<file path="config.mk">
export PLATFORM = sky130hd
export DESIGN_NAME = source_text_tokenizer_flat
export DESIGN_NICKNAME = d
export VERILOG_FILES = /design/src/stt_pkg.sv /design/src/stt_if.sv /design/src/stt_front.sv /design/src/stt_queue.sv /design/src/source_text_tokenizer.sv /design/src/flat_wrapper.sv
export VERILOG_INCLUDE_DIRS = /design/src /design/src/src
export SDC_FILE = /design/constraint.sdc
export NUM_CORES = 1
export LEC_CHECK = 0
export BUFFER_PORTS_ARGS = -buffer_cell sky130_fd_sc_hd__buf_4
export CAP_MARGIN = 20
export CORE_MARGIN = 2
export CORE_UTILIZATION = 60
export CTS_BUF_LIST = sky130_fd_sc_hd__clkbuf_4
export DETAILED_ROUTE_END_ITERATION = 12
export GPL_TIMING_DRIVEN = 0
export PLACE_DENSITY = 0.84
export SETUP_SLACK_MARGIN = 0.05
export SLEW_MARGIN = 10
export SYNTH_ARGS = -nofsm -noshare
export SYNTH_HDL_FRONTEND = slang
export SYNTH_HIERARCHICAL = 1
export SYNTH_SLANG_ARGS = --single-unit
</file>
<file path="constraint.sdc">
create_clock -name i_clk -period 10.3 [get_ports i_clk]
set_input_delay 3.09 -clock i_clk [delete_from_list [all_inputs] [get_ports i_clk]]
set_output_delay 3.09 -clock i_clk [all_outputs]
set_load 0.05 [all_outputs]
</file>
<file path="src/source_text_tokenizer_assert.svh">
// ----------------------------------------------------------------------------
// source text tokenizer assertion macros
// concurrent checks clocked on i_clk, disabled while i_rst_n is low
// ----------------------------------------------------------------------------
`ifndef SOURCE_TEXT_TOKENIZER_ASSERT_SVH
`define SOURCE_TEXT_TOKENIZER_ASSERT_SVH

// consequent checked in the same cycle
`define STT_ASSERT_NOW(label, ante, cons, msg) \
    label: assert property (@(posedge i_clk) disable iff (!i_rst_n) (ante) |-> (cons)) \
        else $error(msg);

// consequent checked in the cycle after the antecedent
`define STT_ASSERT_NEXT(label, ante, cons, msg) \
    label: assert property (@(posedge i_clk) disable iff (!i_rst_n) (ante) |=> (cons)) \
        else $error(msg);

`endif

</file>
<file path="src/stt_pkg.sv">
// ----------------------------------------------------------------------------
// stt_pkg
// token kinds, error codes, result record and queue types shared by the
// tokenizer modules
// ----------------------------------------------------------------------------
package stt_pkg;

    localparam logic [4:0] K_EOF       = 5'd0;
    localparam logic [4:0] K_IDENT     = 5'd1;
    localparam logic [4:0] K_INTEGER   = 5'd2;
    localparam logic [4:0] K_STRING    = 5'd3;
    localparam logic [4:0] K_EQUAL     = 5'd4;
    localparam logic [4:0] K_HASH      = 5'd5;
    localparam logic [4:0] K_PLUS      = 5'd6;
    localparam logic [4:0] K_MINUS     = 5'd7;
    localparam logic [4:0] K_STAR      = 5'd8;
    localparam logic [4:0] K_SLASH     = 5'd9;
    localparam logic [4:0] K_COMMA     = 5'd10;
    localparam logic [4:0] K_PERIOD    = 5'd11;
    localparam logic [4:0] K_SEMICOLON = 5'd12;
    localparam logic [4:0] K_RPAREN    = 5'd13;
    localparam logic [4:0] K_LPAREN    = 5'd14;
    localparam logic [4:0] K_ASSIGN    = 5'd15;
    localparam logic [4:0] K_COLON     = 5'd16;
    localparam logic [4:0] K_LESS_EQ   = 5'd17;
    localparam logic [4:0] K_LESS      = 5'd18;
    localparam logic [4:0] K_GREATER_EQ = 5'd19;
    localparam logic [4:0] K_GREATER   = 5'd20;
    localparam logic [4:0] K_UNKNOWN   = 5'd21;

    localparam logic [1:0] ERR_NONE    = 2'd0;
    localparam logic [1:0] ERR_HEX     = 2'd1;
    localparam logic [1:0] ERR_STRING  = 2'd2;
    localparam logic [1:0] ERR_COMMENT = 2'd3;

    localparam logic [15:0] LEN_MAX = 16'hFFFF;

    localparam int QDEPTH    = 4;
    localparam int QPTR_BITS = $clog2(QDEPTH);
    localparam int QCNT_BITS = $clog2(QDEPTH + 1);

    typedef struct packed {
        logic [4:0]  kind;
        logic [1:0]  err;
        logic [15:0] start;
        logic [15:0] len;
        logic        last;
    } t_result;

    typedef struct packed {
        logic [1:0] count;
        t_result    first;
        t_result    second;
    } t_push;

    typedef struct packed {
        logic                 room;
        logic [QCNT_BITS-1:0] level;
    } t_q_status;

endpackage

</file>
<file path="src/stt_if.sv">
// ----------------------------------------------------------------------------
// stt_if
// valid/ready channels for text bytes in and tokens out
// ----------------------------------------------------------------------------
interface stt_text_if;
    logic       valid;
    logic       ready;
    logic [7:0] text_byte;
    logic       end_of_text;

    modport source (output valid, output text_byte, output end_of_text, input ready);
    modport sink   (input valid, input text_byte, input end_of_text, output ready);
endinterface

interface stt_token_if;
    logic        valid;
    logic        ready;
    logic [4:0]  token_kind;
    logic [1:0]  error_code;
    logic [15:0] token_start;
    logic [15:0] token_length;
    logic        last_in_run;

    modport source (output valid, output token_kind, output error_code,
                    output token_start, output token_length, output last_in_run,
                    input ready);
    modport sink   (input valid, input token_kind, input error_code,
                    input token_start, input token_length, input last_in_run,
                    output ready);
endinterface

</file>
<file path="src/stt_front.sv">
// ----------------------------------------------------------------------------
// stt_front
// scanner state machine: takes one text byte per cycle while the result queue
// has room, and pushes up to two finished tokens per transaction into the queue
// ----------------------------------------------------------------------------
module stt_front import stt_pkg::*; #(
    parameter int POS_BITS  = 16,
    parameter int MAX_DEPTH = 255
) (
    input  logic       i_clk,
    input  logic       i_rst_n,
    stt_text_if.sink   i_text,
    input  t_q_status  i_q_status,
    output t_push      o_push
);

    localparam int DEPTH_BITS = $clog2(MAX_DEPTH + 1);
    localparam logic [DEPTH_BITS-1:0] DEPTH_MAX = DEPTH_BITS'(MAX_DEPTH);

    localparam logic [7:0] CH_TAB = 8'h09;
    localparam logic [7:0] CH_LF  = 8'h0A;
    localparam logic [7:0] CH_VT  = 8'h0B;
    localparam logic [7:0] CH_FF  = 8'h0C;
    localparam logic [7:0] CH_CR  = 8'h0D;

    typedef enum logic [3:0] {
        S_IDLE, S_IDENT, S_NUMBER, S_STRING, S_LPAREN, S_PAIR,
        S_COMMENT, S_COMMENT_LP, S_COMMENT_ST
    } t_mode;

    typedef enum logic [1:0] {P_NONE, P_COLON, P_LESS, P_GREATER} t_pair;

    function automatic logic is_digit(input logic [7:0] c);
        return c >= "0" && c <= "9";
    endfunction

    function automatic logic is_hex_letter(input logic [7:0] c);
        return c >= "A" && c <= "F";
    endfunction

    function automatic logic is_head(input logic [7:0] c);
        return c == "_" || (c >= "A" && c <= "Z") || (c >= "a" && c <= "z");
    endfunction

    function automatic logic is_space(input logic [7:0] c);
        return c == " " || c == CH_TAB || c == CH_FF || c == CH_VT ||
               c == CH_CR || c == CH_LF;
    endfunction

    function automatic logic [4:0] pair_kind(input t_pair p, input logic with_eq);
        logic [4:0] k;
        unique case (p)
            P_COLON: k = with_eq ? K_ASSIGN : K_COLON;
            P_LESS:  k = with_eq ? K_LESS_EQ : K_LESS;
            default: k = with_eq ? K_GREATER_EQ : K_GREATER;
        endcase
        return k;
    endfunction

    function automatic logic [4:0] op_kind(input logic [7:0] c);
        logic [4:0] k;
        unique case (c)
            "=":     k = K_EQUAL;
            "#":     k = K_HASH;
            "+":     k = K_PLUS;
            "-":     k = K_MINUS;
            "*":     k = K_STAR;
            "/":     k = K_SLASH;
            ",":     k = K_COMMA;
            ".":     k = K_PERIOD;
            ";":     k = K_SEMICOLON;
            ")":     k = K_RPAREN;
            default: k = K_UNKNOWN;
        endcase
        return k;
    endfunction

    function automatic t_result mk(input logic [4:0] kind, input logic [1:0] err,
                                   input logic [15:0] start, input logic [15:0] len);
        t_result r;
        r.kind  = kind;
        r.err   = err;
        r.start = start;
        r.len   = len;
        r.last  = 1'b0;
        return r;
    endfunction

    t_mode                 r_mode,  n_mode;
    logic [POS_BITS-1:0]   r_pos,   n_pos;
    logic [POS_BITS-1:0]   r_start, n_start;
    logic [15:0]           r_len,   n_len;
    logic                  r_hex,   n_hex;
    logic                  r_quote, n_quote;
    logic [DEPTH_BITS-1:0] r_depth, n_depth;
    t_pair                 r_pair,  n_pair;

    logic                  accept;
    logic [7:0]            c;
    logic [15:0]           start16;
    logic [15:0]           pos16;
    logic [15:0]           len_inc;
    logic [DEPTH_BITS-1:0] depth_dec;
    logic                  again;
    logic                  a_vld, b_vld;
    t_result               a_res, b_res;

    assign i_text.ready = i_q_status.room;
    assign accept       = i_text.valid && i_text.ready;
    assign c            = i_text.text_byte;
    assign start16      = 16'(r_start);
    assign pos16        = 16'(r_pos);
    assign len_inc      = (r_len == LEN_MAX) ? r_len : r_len + 16'd1;
    assign depth_dec    = (r_depth != '0) ? r_depth - 1'b1 : r_depth;

    always_comb begin
        n_mode  = r_mode;
        n_pos   = r_pos + 1'b1;
        n_start = r_start;
        n_len   = r_len;
        n_hex   = r_hex;
        n_quote = r_quote;
        n_depth = r_depth;
        n_pair  = r_pair;
        again   = 1'b0;
        a_vld   = 1'b0;
        b_vld   = 1'b0;
        a_res   = '0;
        b_res   = '0;

        if (i_text.end_of_text) begin
            unique case (r_mode)
                S_IDENT: begin
                    a_vld = 1'b1;
                    a_res = mk(K_IDENT, ERR_NONE, start16, r_len);
                end
                S_NUMBER: begin
                    a_vld = 1'b1;
                    a_res = mk(K_INTEGER, r_hex ? ERR_HEX : ERR_NONE, start16, r_len);
                end
                S_STRING: begin
                    a_vld = 1'b1;
                    a_res = mk(K_STRING, ERR_STRING, start16, r_len);
                end
                S_LPAREN: begin
                    a_vld = 1'b1;
                    a_res = mk(K_LPAREN, ERR_NONE, start16, 16'd1);
                end
                S_PAIR: begin
                    a_vld = 1'b1;
                    a_res = mk(pair_kind(r_pair, 1'b0), ERR_NONE, start16, 16'd1);
                end
                default: ;
            endcase
            b_vld = 1'b1;
            b_res = mk(K_EOF, ERR_NONE, pos16, 16'd0);
            if ((r_mode == S_COMMENT || r_mode == S_COMMENT_LP ||
                 r_mode == S_COMMENT_ST) && r_depth != '0) begin
                b_res.err = ERR_COMMENT;
            end
            n_mode  = S_IDLE;
            n_pos   = '0;
            n_start = '0;
            n_len   = '0;
            n_hex   = 1'b0;
            n_quote = 1'b0;
            n_depth = '0;
            n_pair  = P_NONE;
        end else begin
            unique case (r_mode)
                S_IDENT: begin
                    if (is_head(c) || is_digit(c)) begin
                        n_len = len_inc;
                    end else begin
                        a_vld = 1'b1;
                        a_res = mk(K_IDENT, ERR_NONE, start16, r_len);
                        again = 1'b1;
                    end
                end
                S_NUMBER: begin
                    if (is_digit(c) || is_hex_letter(c)) begin
                        if (!is_digit(c)) begin
                            n_hex = 1'b1;
                        end
                        n_len = len_inc;
                    end else if (c == "H") begin
                        n_len  = len_inc;
                        a_vld  = 1'b1;
                        a_res  = mk(K_INTEGER, ERR_NONE, start16, len_inc);
                        n_mode = S_IDLE;
                    end else begin
                        a_vld = 1'b1;
                        a_res = mk(K_INTEGER, r_hex ? ERR_HEX : ERR_NONE, start16, r_len);
                        again = 1'b1;
                    end
                end
                S_STRING: begin
                    n_len = len_inc;
                    if (c == (r_quote ? 8'h27 : 8'h22)) begin
                        a_vld  = 1'b1;
                        a_res  = mk(K_STRING, ERR_NONE, start16, len_inc);
                        n_mode = S_IDLE;
                    end else if (c == CH_CR || c == CH_LF) begin
                        a_vld  = 1'b1;
                        a_res  = mk(K_STRING, ERR_STRING, start16, len_inc);
                        n_mode = S_IDLE;
                    end
                end
                S_LPAREN: begin
                    if (c == "*") begin
                        n_mode  = S_COMMENT;
                        n_depth = DEPTH_BITS'(1);
                    end else begin
                        a_vld = 1'b1;
                        a_res = mk(K_LPAREN, ERR_NONE, start16, 16'd1);
                        again = 1'b1;
                    end
                end
                S_PAIR: begin
                    n_pair = P_NONE;
                    if (c == "=") begin
                        a_vld  = 1'b1;
                        a_res  = mk(pair_kind(r_pair, 1'b1), ERR_NONE, start16, 16'd2);
                        n_mode = S_IDLE;
                    end else begin
                        a_vld = 1'b1;
                        a_res = mk(pair_kind(r_pair, 1'b0), ERR_NONE, start16, 16'd1);
                        again = 1'b1;
                    end
                end
                S_COMMENT_LP: begin
                    if (c == "*") begin
                        if (r_depth < DEPTH_MAX) begin
                            n_depth = r_depth + 1'b1;
                        end
                        n_mode = S_COMMENT;
                    end else begin
                        n_mode = (c == "(") ? S_COMMENT_LP : S_COMMENT;
                    end
                end
                S_COMMENT_ST: begin
                    if (c == ")") begin
                        n_depth = depth_dec;
                        n_mode  = (depth_dec == '0) ? S_IDLE : S_COMMENT;
                    end else begin
                        n_mode = (c == "(") ? S_COMMENT_LP :
                                 (c == "*") ? S_COMMENT_ST : S_COMMENT;
                    end
                end
                S_COMMENT: begin
                    n_mode = (c == "(") ? S_COMMENT_LP :
                             (c == "*") ? S_COMMENT_ST : S_COMMENT;
                end
                default: again = 1'b1;
            endcase

            // byte that ended a token, or any byte between tokens
            if (again) begin
                n_mode = S_IDLE;
                priority if (is_space(c)) begin
                end else if (is_head(c)) begin
                    n_mode  = S_IDENT;
                    n_start = r_pos;
                    n_len   = 16'd1;
                end else if (is_digit(c)) begin
                    n_mode  = S_NUMBER;
                    n_start = r_pos;
                    n_len   = 16'd1;
                    n_hex   = 1'b0;
                end else if (c == 8'h22 || c == 8'h27) begin
                    n_mode  = S_STRING;
                    n_start = r_pos;
                    n_len   = 16'd1;
                    n_quote = (c == 8'h27);
                end else if (c == "(") begin
                    n_mode  = S_LPAREN;
                    n_start = r_pos;
                    n_len   = 16'd1;
                end else if (c == ":" || c == "<" || c == ">") begin
                    n_mode  = S_PAIR;
                    n_start = r_pos;
                    n_len   = 16'd1;
                    n_pair  = (c == ":") ? P_COLON : (c == "<") ? P_LESS : P_GREATER;
                end else begin
                    b_vld = 1'b1;
                    b_res = mk(op_kind(c), ERR_NONE, pos16, 16'd1);
                end
            end
        end
    end

    always_comb begin
        o_push = '0;
        if (a_vld) begin
            o_push.first  = a_res;
            o_push.second = b_res;
            o_push.count  = b_vld ? 2'd2 : 2'd1;
            if (b_vld) begin
                o_push.second.last = 1'b1;
            end else begin
                o_push.first.last = 1'b1;
            end
        end else begin
            o_push.first      = b_res;
            o_push.first.last = 1'b1;
            o_push.count      = {1'b0, b_vld};
        end
        if (!accept) begin
            o_push.count = 2'd0;
        end
    end

    always_ff @(posedge i_clk) begin
        if (!i_rst_n) begin
            r_mode  <= S_IDLE;
            r_pos   <= '0;
            r_start <= '0;
            r_len   <= '0;
            r_hex   <= 1'b0;
            r_quote <= 1'b0;
            r_depth <= '0;
            r_pair  <= P_NONE;
        end else if (accept) begin
            r_mode  <= n_mode;
            r_pos   <= n_pos;
            r_start <= n_start;
            r_len   <= n_len;
            r_hex   <= n_hex;
            r_quote <= n_quote;
            r_depth <= n_depth;
            r_pair  <= n_pair;
        end
    end

endmodule

</file>
<file path="src/stt_queue.sv">
// ----------------------------------------------------------------------------
// stt_queue
// result queue: takes up to two tokens per cycle from the scanner and hands
// them out one per transaction on the token channel
// ----------------------------------------------------------------------------
module stt_queue import stt_pkg::*; (
    input  logic        i_clk,
    input  logic        i_rst_n,
    input  t_push       i_push,
    output t_q_status   o_status,
    stt_token_if.source o_token
);

    t_result              r_mem [QDEPTH];
    logic [QPTR_BITS-1:0] r_wr, n_wr;
    logic [QPTR_BITS-1:0] r_rd, n_rd;
    logic [QCNT_BITS-1:0] r_count, n_count;
    logic                 pop;
    t_result              head;

    assign head                 = r_mem[r_rd];
    assign o_token.valid        = (r_count != '0);
    assign o_token.token_kind   = head.kind;
    assign o_token.error_code   = head.err;
    assign o_token.token_start  = head.start;
    assign o_token.token_length = head.len;
    assign o_token.last_in_run  = head.last;
    assign pop                  = o_token.valid && o_token.ready;

    assign o_status.room  = (r_count <= QCNT_BITS'(QDEPTH - 2));
    assign o_status.level = r_count;

    assign n_wr    = r_wr + QPTR_BITS'(i_push.count);
    assign n_rd    = r_rd + QPTR_BITS'(pop);
    assign n_count = r_count + QCNT_BITS'(i_push.count) - QCNT_BITS'(pop);

    always_ff @(posedge i_clk) begin
        if (i_push.count != 2'd0) begin
            r_mem[r_wr] <= i_push.first;
        end
        if (i_push.count == 2'd2) begin
            r_mem[r_wr + 1'b1] <= i_push.second;
        end
    end

    always_ff @(posedge i_clk) begin
        if (!i_rst_n) begin
            r_wr    <= '0;
            r_rd    <= '0;
            r_count <= '0;
        end else begin
            r_wr    <= n_wr;
            r_rd    <= n_rd;
            r_count <= n_count;
        end
    end

endmodule

</file>
<file path="src/source_text_tokenizer.sv">
// ----------------------------------------------------------------------------
// source_text_tokenizer
// streaming lexical scanner: text bytes in, tokens with kind, error,
// start offset and length out
// ----------------------------------------------------------------------------
// i_text carries one text byte per transaction, or an end marker when
// end_of_text is set. o_token carries one token per transaction; the last
// token caused by an input byte has last_in_run set, and an end marker always
// yields an eof token last.
// throughput: one byte per cycle while the result queue has room for two
// tokens; the queue drains one token per cycle while o_token.ready is high.
// a token is written into the result queue when the byte that ends it is taken
// (a token ends on its own closing byte or on the first byte that is not in it).
// the four-entry queue between scanner and output lets the receiver stall;
// i_text.ready drops once fewer than two entries are free.
// reset (synchronous, active low) returns the scanner to offset zero between
// tokens and empties the queue; an end marker does the same for the scanner.
// ----------------------------------------------------------------------------
`include "source_text_tokenizer_assert.svh"

module source_text_tokenizer import stt_pkg::*; #(
    parameter int POS_BITS  = 16,
    parameter int MAX_DEPTH = 255
) (
    input  logic        i_clk,
    input  logic        i_rst_n,
    stt_text_if.sink    i_text,
    stt_token_if.source o_token
);

    t_push     push;
    t_q_status q_status;

    stt_front #(
        .POS_BITS  (POS_BITS),
        .MAX_DEPTH (MAX_DEPTH)
    ) u_front (
        .i_clk      (i_clk),
        .i_rst_n    (i_rst_n),
        .i_text     (i_text),
        .i_q_status (q_status),
        .o_push     (push)
    );

    stt_queue u_queue (
        .i_clk    (i_clk),
        .i_rst_n  (i_rst_n),
        .i_push   (push),
        .o_status (q_status),
        .o_token  (o_token)
    );

    `STT_ASSERT_NOW(a_level_bound, 1'b1, q_status.level <= QCNT_BITS'(QDEPTH), "queue overfilled")
    `STT_ASSERT_NOW(a_eof_last, o_token.valid && o_token.token_kind == K_EOF, o_token.last_in_run, "eof token not last in run")
    `STT_ASSERT_NEXT(a_end_queued, i_text.valid && i_text.ready && i_text.end_of_text, q_status.level != '0, "end marker left no token")

endmodule

</file>
<file path="src/flat_wrapper.sv">
// flat-port wrapper written by rule: the top's interface ports become plain ports
module source_text_tokenizer_flat import stt_pkg::*;
#(
    parameter int POS_BITS  = 16,
    parameter int MAX_DEPTH = 255
)
  (i_clk, i_rst_n, i_text_valid, i_text_text_byte, i_text_end_of_text, i_text_ready, o_token_valid, o_token_token_kind, o_token_error_code, o_token_token_start, o_token_token_length, o_token_last_in_run, o_token_ready);
  stt_text_if i_text_i ();
  stt_token_if o_token_i ();
  input  logic i_clk;
  input  logic i_rst_n;
  input wire logic [$bits(i_text_i.valid)-1:0] i_text_valid;
  input wire logic [$bits(i_text_i.text_byte)-1:0] i_text_text_byte;
  input wire logic [$bits(i_text_i.end_of_text)-1:0] i_text_end_of_text;
  output wire logic [$bits(i_text_i.ready)-1:0] i_text_ready;
  output wire logic [$bits(o_token_i.valid)-1:0] o_token_valid;
  output wire logic [$bits(o_token_i.token_kind)-1:0] o_token_token_kind;
  output wire logic [$bits(o_token_i.error_code)-1:0] o_token_error_code;
  output wire logic [$bits(o_token_i.token_start)-1:0] o_token_token_start;
  output wire logic [$bits(o_token_i.token_length)-1:0] o_token_token_length;
  output wire logic [$bits(o_token_i.last_in_run)-1:0] o_token_last_in_run;
  input wire logic [$bits(o_token_i.ready)-1:0] o_token_ready;
  assign i_text_i.valid = i_text_valid;
  assign i_text_i.text_byte = i_text_text_byte;
  assign i_text_i.end_of_text = i_text_end_of_text;
  assign i_text_ready = i_text_i.ready;
  assign o_token_valid = o_token_i.valid;
  assign o_token_token_kind = o_token_i.token_kind;
  assign o_token_error_code = o_token_i.error_code;
  assign o_token_token_start = o_token_i.token_start;
  assign o_token_token_length = o_token_i.token_length;
  assign o_token_last_in_run = o_token_i.last_in_run;
  assign o_token_i.ready = o_token_ready;
  source_text_tokenizer #(.POS_BITS(POS_BITS), .MAX_DEPTH(MAX_DEPTH)) u_core (.i_clk(i_clk), .i_rst_n(i_rst_n), .i_text(i_text_i), .o_token(o_token_i));
endmodule
</file>
=== Word level (Yosys, flattened, before mapping) ===
Memory sizes are Yosys's and may differ from the RTL's. A register that Yosys moved wholly into a read port is not among the register bits.
Cells that the tools add are included.

* Bits in latches: 0
* Memory bits (writable): 160
* Flip-flop bits (word level): 71
* Input bits: 13
* Memories: 1
* Output and inout bits: 42
* Logic and storage cells: 247
* ROM bits: 0

* Bitwise gates (word level): 0
* Divide/modulo/power cells: 0
* Reduce and logical (&&, ||, !) cells: 37
* Muxes and demuxes: 131
* Add/subtract/negate cells: 9
* Eq/ne operators: 49
* Magnitude comparators: 9
* Shifts and indexed selects: 0
* Multiply operators: 0

{| class="wikitable"
|+ Memory list
! memory !! depth !! width !! read ports !! clocked after Yosys merged registers in !! write ports !! RTL line !! text
|-
| u_core.u_queue.r_mem || 4 || 40 || 1 || 1 || 2 || stt_queue.sv:14 || <nowiki>t_result r_mem [QDEPTH];</nowiki>
|}

{| class="wikitable"
|+ Operator list
! operator !! number
|-
| $mux W40 || 11
|-
| $pmux W40 S5 || 2
|-
| $mux W16 || 21
|-
| $eq A8 B6 Y1 const B || 17
|-
| $mux W37 || 3
|-
| $pmux W5 S10 || 1
|-
| $mux W8 || 6
|-
| $pmux W16 S3 || 1
|-
| $mux W4 || 11
|-
| $mux W1 || 43
|-
| $mux W42 || 1
|-
| $eq A8 B4 Y1 const B || 5
|-
| $mux W39 || 1
|-
| $mux W36 || 1
|-
| $mux W34 || 1
|-
| $add A16 B1 Y16 const B || 2
|-
| $mux W2 || 14
|-
| $pmux W4 S7 || 1
|-
| $le A8 B7 Y1 const B || 3
|-
| $mux W3 || 8
|-
| $pmux W8 S3 || 1
|-
| $eq A16 B16 Y1 const B || 1
|-
| $eq A4 B3 Y1 const B || 4
|-
| $eq A8 B7 Y1 const B || 2
|-
| 40 further kinds || 74
|}

=== Logic depth before layout (Yosys ltp) ===
* Word-level depth: 17
* Gate-level depth with buffers: 20
* Gate-level depth less buffers: 14

=== Hierarchy ===
The synthesis kept the hierarchy.

{| class="wikitable"
|+ Modules (own cells, without submodules)
! module !! cells an instance !! instances !! area each (µm²) !! seq. area each (µm²)
|-
| stt_queue || 433 || 1 || 8,386.8 || 4,944.7
|-
| stt_front || 747 || 1 || 5,529.1 || 1,281.2
|}

=== Worst setup path before layout ===
OpenSTA, ideal clock, no wires.

* Path kind: input port to flip-flop
* Start: input port i_text_text_byte[2]
* End: memory u_core/u_queue/r_mem[0][0] (netlist bit), enable pin
* Data arrival time: 8.444 ns
* Setup slack: 1.363 ns
* Cell stages on the path: 14
* Data required time: 9.807 ns
* Setup time: 0.493 ns
* Path buffers: 4
* Cells stage by stage: buf_2 -> buf_2 -> and3_1 -> o2111ai_1 -> a21o_1 -> nand2_1 -> o32ai_4 -> buf_4 -> inv_2 -> buf_4 -> ha_1 -> and3_1 -> o21bai_1 -> o21ai_0

{| class="wikitable"
|+ RTL lines
! item !! RTL line !! text
|-
| start, declared || flat_wrapper.sv:13 || <nowiki>input wire logic [$bits(i_text_i.text_byte)-1:0] i_text_text_byte;</nowiki>
|-
| end, declared || stt_queue.sv:14 ||
|}

==> flow_metrics.tcl <==
set metrics [dict create \
    synth_cells 1180 \
    place_ws_ns 2.35 \
    cts_tree "yes" \
    coreArea_um2 22700 \
    ys_warn_count 6 \
    cp_slowest_cell "nor4b_2" \
    ys_seq_area_share_pct 44.7 \
    routed_wl_um 37000 \
    crit_family "simple AND/OR/NAND/NOR gates" \
    skew_ns 0.0728 \
    relSlewSlack_pct 40.5 \
    cts_root_buf "clkbuf_4" \
    initial_core_util_pct 61.3 \
    r2r-start "u_core/u_front/r_mode[2]$_SDFFE_PN0P_" \
    dp_cells 1538 \
    synth_area_per_cell_um2 11.8 \
    grt_pass1_vias 10400 \
    cts_hold_buf 0 \
    fillers 1589 \
    rrSetupSlack_ns 5.30 \
    setup_ws_ns 2.83 \
    ys.flop_type "edfxtp_1" \
    arrival_ns 7.80 \
    finalSetupViolations 0 \
    fin_crit_ns 7.47 \
    gp_congestion 1.01 \
    seq_area_um2 6230 \
    hold_path_depth 2 \
    vias_per_cell 6.45 \
    reg2reg_depth 16 \
    powerDensity_nw_per_um2 179 \
    tightest_slew_ns 0.889 \
    ioPinCount 55 \
    min_path_type "flop to flop" \
    post_drt_wl_per_cell_um 22.5 \
    grt_overflow 0 \
    first_pass_iters 5 \
    status "complete, no violations" \
    cts-resized-gates 0 \
    post-route-drc-count 0 \
    die-area_um2 24400 \
    vias 10600 \
    syn_area_um2 13900 \
    ir_drop_mv 0.144 \
    power_leakage_nw 5.67 \
    drtAntennaViolNets 0 \
    hp-start "u_core/u_front/r_quote$_SDFFE_PN0P_" \
    cp_cell_sequence "buf_4, nor4b_2, nand3_1, a31oi_2, and3_1, buf_2, o31a_1, buf_6, buf_6, inv_2, ha_1, and3_1, nand4b_1, buf_2, o21ai_4, buf_12" \
    antenna_found_initial 1 \
    die_x_um 156 \
    fmax_mhz 134 \
    syn2layout_area_growth_pct 12.5 \
    grt_usage_pct 30.3 \
    hpwl_um 25000 \
    finalMaxSlewViolations 0 \
    io_buffers 52 \
    cts_setup_buffers 0 \
    clock_sinks 231 \
    grt_first_pass_wirelength_um 57400 \
    drt_iter0_drc 1019 \
    crit_path_end_kind "flop" \
    synth-async-reset-ratio_pct 0 \
    rr_endpoint "u_core/u_queue/r_mem[0][7]$_DFFE_PP_" \
    ys_ff_latch 231 \
    clockBufferDepth 3 \
    synth-edff-count 160 \
    synth_cell_types 93 \
    worstPathMaxFanout 21 \
    fin_crit_sh_pct 72.5 \
    rows 55 \
    multi_input_area_um2 7020 \
    numCtsBuffers 58 \
    hold_end "u_core/u_front/r_quote$_SDFFE_PN0P_" \
    die_y_um 156 \
    worst-path-buf-inv 7 \
    rsz0062_at_grt "false" \
    finalHoldViolCount 0 \
    worstSetupPathType "input port to flop" \
    critPathLaunchType "input port" \
    htree_levels 2 \
    drive_gt1_share_pct 33.4 \
    grt_max_degree 25 \
    fin_nets 1340 \
    slowest_delay_ns 0.61 \
    clk_latency_ns 0.69 \
    critical_path_required_ns 10.64 \
    fin_cells 1648 \
    clk_pin_slew_ns 0.07 \
    max_cap_viol_count 0 \
]
## worst reg2reg max path, cell delays in order (launching register included)
cell	delay, ns
dfxtp_1	0.39
buf_4	0.19
nand2b_1	0.11
nor2_1	0.50
a31oi_2	0.26
and3_1	0.24
buf_2	0.18
o31a_1	0.36
buf_6	0.18
buf_6	0.17
inv_2	0.07
ha_1	0.21
and3_1	0.31
nand4b_1	0.47
buf_2	0.38
o21ai_4	0.37
buf_12	0.28
## cell usage after synthesis (11+ instances only)
master | instances | area share [%]
ha_1 | 13 | 1.2
edfxtp_1 | 160 | 35
xnor2_1 | 12 | 0.76
or3_1 | 14 | 0.63
nor3_1 | 22 | 0.79
o31ai_1 | 16 | 0.86
a21oi_1 | 43 | 1.5
inv_1 | 22 | 0.59
buf_4 | 25 | 1.3
nand3_1 | 37 | 1.3
buf_2 | 26 | 0.94
dfxtp_1 | 71 | 10
nand4_1 | 15 | 0.67
nand2_1 | 74 | 2.0
o21ai_1 | 15 | 0.54
nor2b_1 | 11 | 0.49
buf_6 | 13 | 1.1
nor2_1 | 64 | 1.7
a22o_1 | 19 | 1.2
and2_1 | 30 | 1.3
clkbuf_1 | 29 | 0.78
o21ai_0 | 39 | 1.4
o2bb2ai_1 | 14 | 0.88
and3_1 | 16 | 0.72
mux2_4 | 39 | 4.2
mux2_2 | 115 | 9.3
a31oi_1 | 15 | 0.67
mux4_2 | 40 | 6.5
## cell type report
class                           instances  area share (%)
Antenna cell                            1          0.0160
Multi-Input combinational cell        837            44.8
Tap cell                              285            2.28
Inverter                               25           0.599
Clock buffer                           95            4.56
Clock inverter                         14           0.408
Sequential cell                       231            39.8
Buffer                                103            4.32
Timing Repair Buffer                   57            3.23
## worst max-delay path by stage
stage	depth (start not counted)	slack, ns	end	from
final	16	2.83	u_core/u_queue/r_mem[0][7]$_DFFE_PP_	i_text_text_byte[4]
after global routing	16	2.70	u_core/u_queue/r_mem[0][37]$_DFFE_PP_	i_text_text_byte[4]
after CTS	16	2.98	u_core/u_queue/r_mem[0][7]$_DFFE_PP_	i_text_text_byte[4]
after detailed placement	16	2.35	u_core/u_queue/r_mem[0][10]$_DFFE_PP_	i_text_text_byte[4]
after global placement	14	-1.72	u_core/u_queue/r_mem[0][8]$_DFFE_PP_	i_text_text_byte[4]
after floorplan	14	1.36	u_core/u_queue/r_mem[0][0]$_DFFE_PP_	i_text_text_byte[2]
## through the flow
stage / util (%) / hold slack [ns] / TNS (ns) / total power [mW] / instance area [um2]
5_1_grt: 68.9 / 0.497 / 0 / 2.91 / 15700
2_1_floorplan: - / 0.438 / 0 / 1.76 / 14000
3_3_place_gp: 64.8 / 0.454 / -68.67 / 1.99 / 14700
6_report: 68.9 / 0.474 / 0 / 2.80 / 15700
3_5_place_dp: 65.5 / 0.461 / 0 / 2.02 / 14900
4_1_cts: 68.9 / 0.471 / 0 / 2.81 / 15700
## state kept, by name (all words and copies together) (netlist names), 2 cells and up
register and flops:
u_core/u_front/r_pair 2, u_core/u_front/pos16 16, u_core/u_front/r_start 16, u_core/u_queue/r_rd 2, u_core/u_queue/r_count 3, u_core/u_front/r_depth 8, u_core/u_front/r_len 16, u_core/u_front/r_mode 4
u_core/u_queue/r_mem 160, u_core/u_queue/r_wr 2
## cells by family (layout without fill, tap and decap cells)
family / after synthesis / after routing / synth area share [%]
DFF: 231 / 231 / 44.7
adders and majority gates: 14 / 14 / 1.31
other: 1 / 18 / 0.0269
buffers and inverters: 128 / 294 / 5.53
and+or+nand+nor: 334 / 334 / 13.1
xor gates and xnor gates: 20 / 20 / 1.46
AOI/OAI and AO/OA: 242 / 242 / 12.6
muxes: 210 / 210 / 21.2
## power by group
| part | internal [mW] | total, mW | leakage, nW | switching (mW) |
|---|---|---|---|---|
| combinational | 0.316 | 0.901 | 3.15 | 0.585 |
| sequential | 1.08 | 1.11 | 2.04 | 0.0308 |
| clock | 0.417 | 0.794 | 0.465 | 0.376 |
| total | 1.81 | 2.80 | 5.67 | 0.992 |
## layout by cell type, fill, tap and decap left out, types with 15 or more instances in the layout
master,Yosys,routed
and3_1,16,16
dfxtp_1,71,71
o21ai_0,39,38
and2_1,30,30
nand3_1,37,37
clkbuf_1,29,29
nor3_1,22,22
nand2_1,74,74
inv_1,22,22
a22o_1,19,19
o31ai_1,16,16
a21oi_1,43,43
edfxtp_1,160,160
mux2_2,115,115
a31oi_1,15,15
nor2_1,64,62
buf_4,25,77
nand4_1,15,15
clkbuf_4,0,95
mux4_2,40,40
mux2_4,39,39
conb_1,1,17
buf_2,26,26
o21ai_1,15,15
## layer usage
layer	global-route usage (%)	vias to the layer above	share of wire, %
met3	6.12	93	8.0
met5	0	-	0
met2	50.4	554	48
met4	12.1	0	2.9
met1	39.2	5156	41
li1	-	4828	-
Note: power is estimated with default switching activity, not from simulation.
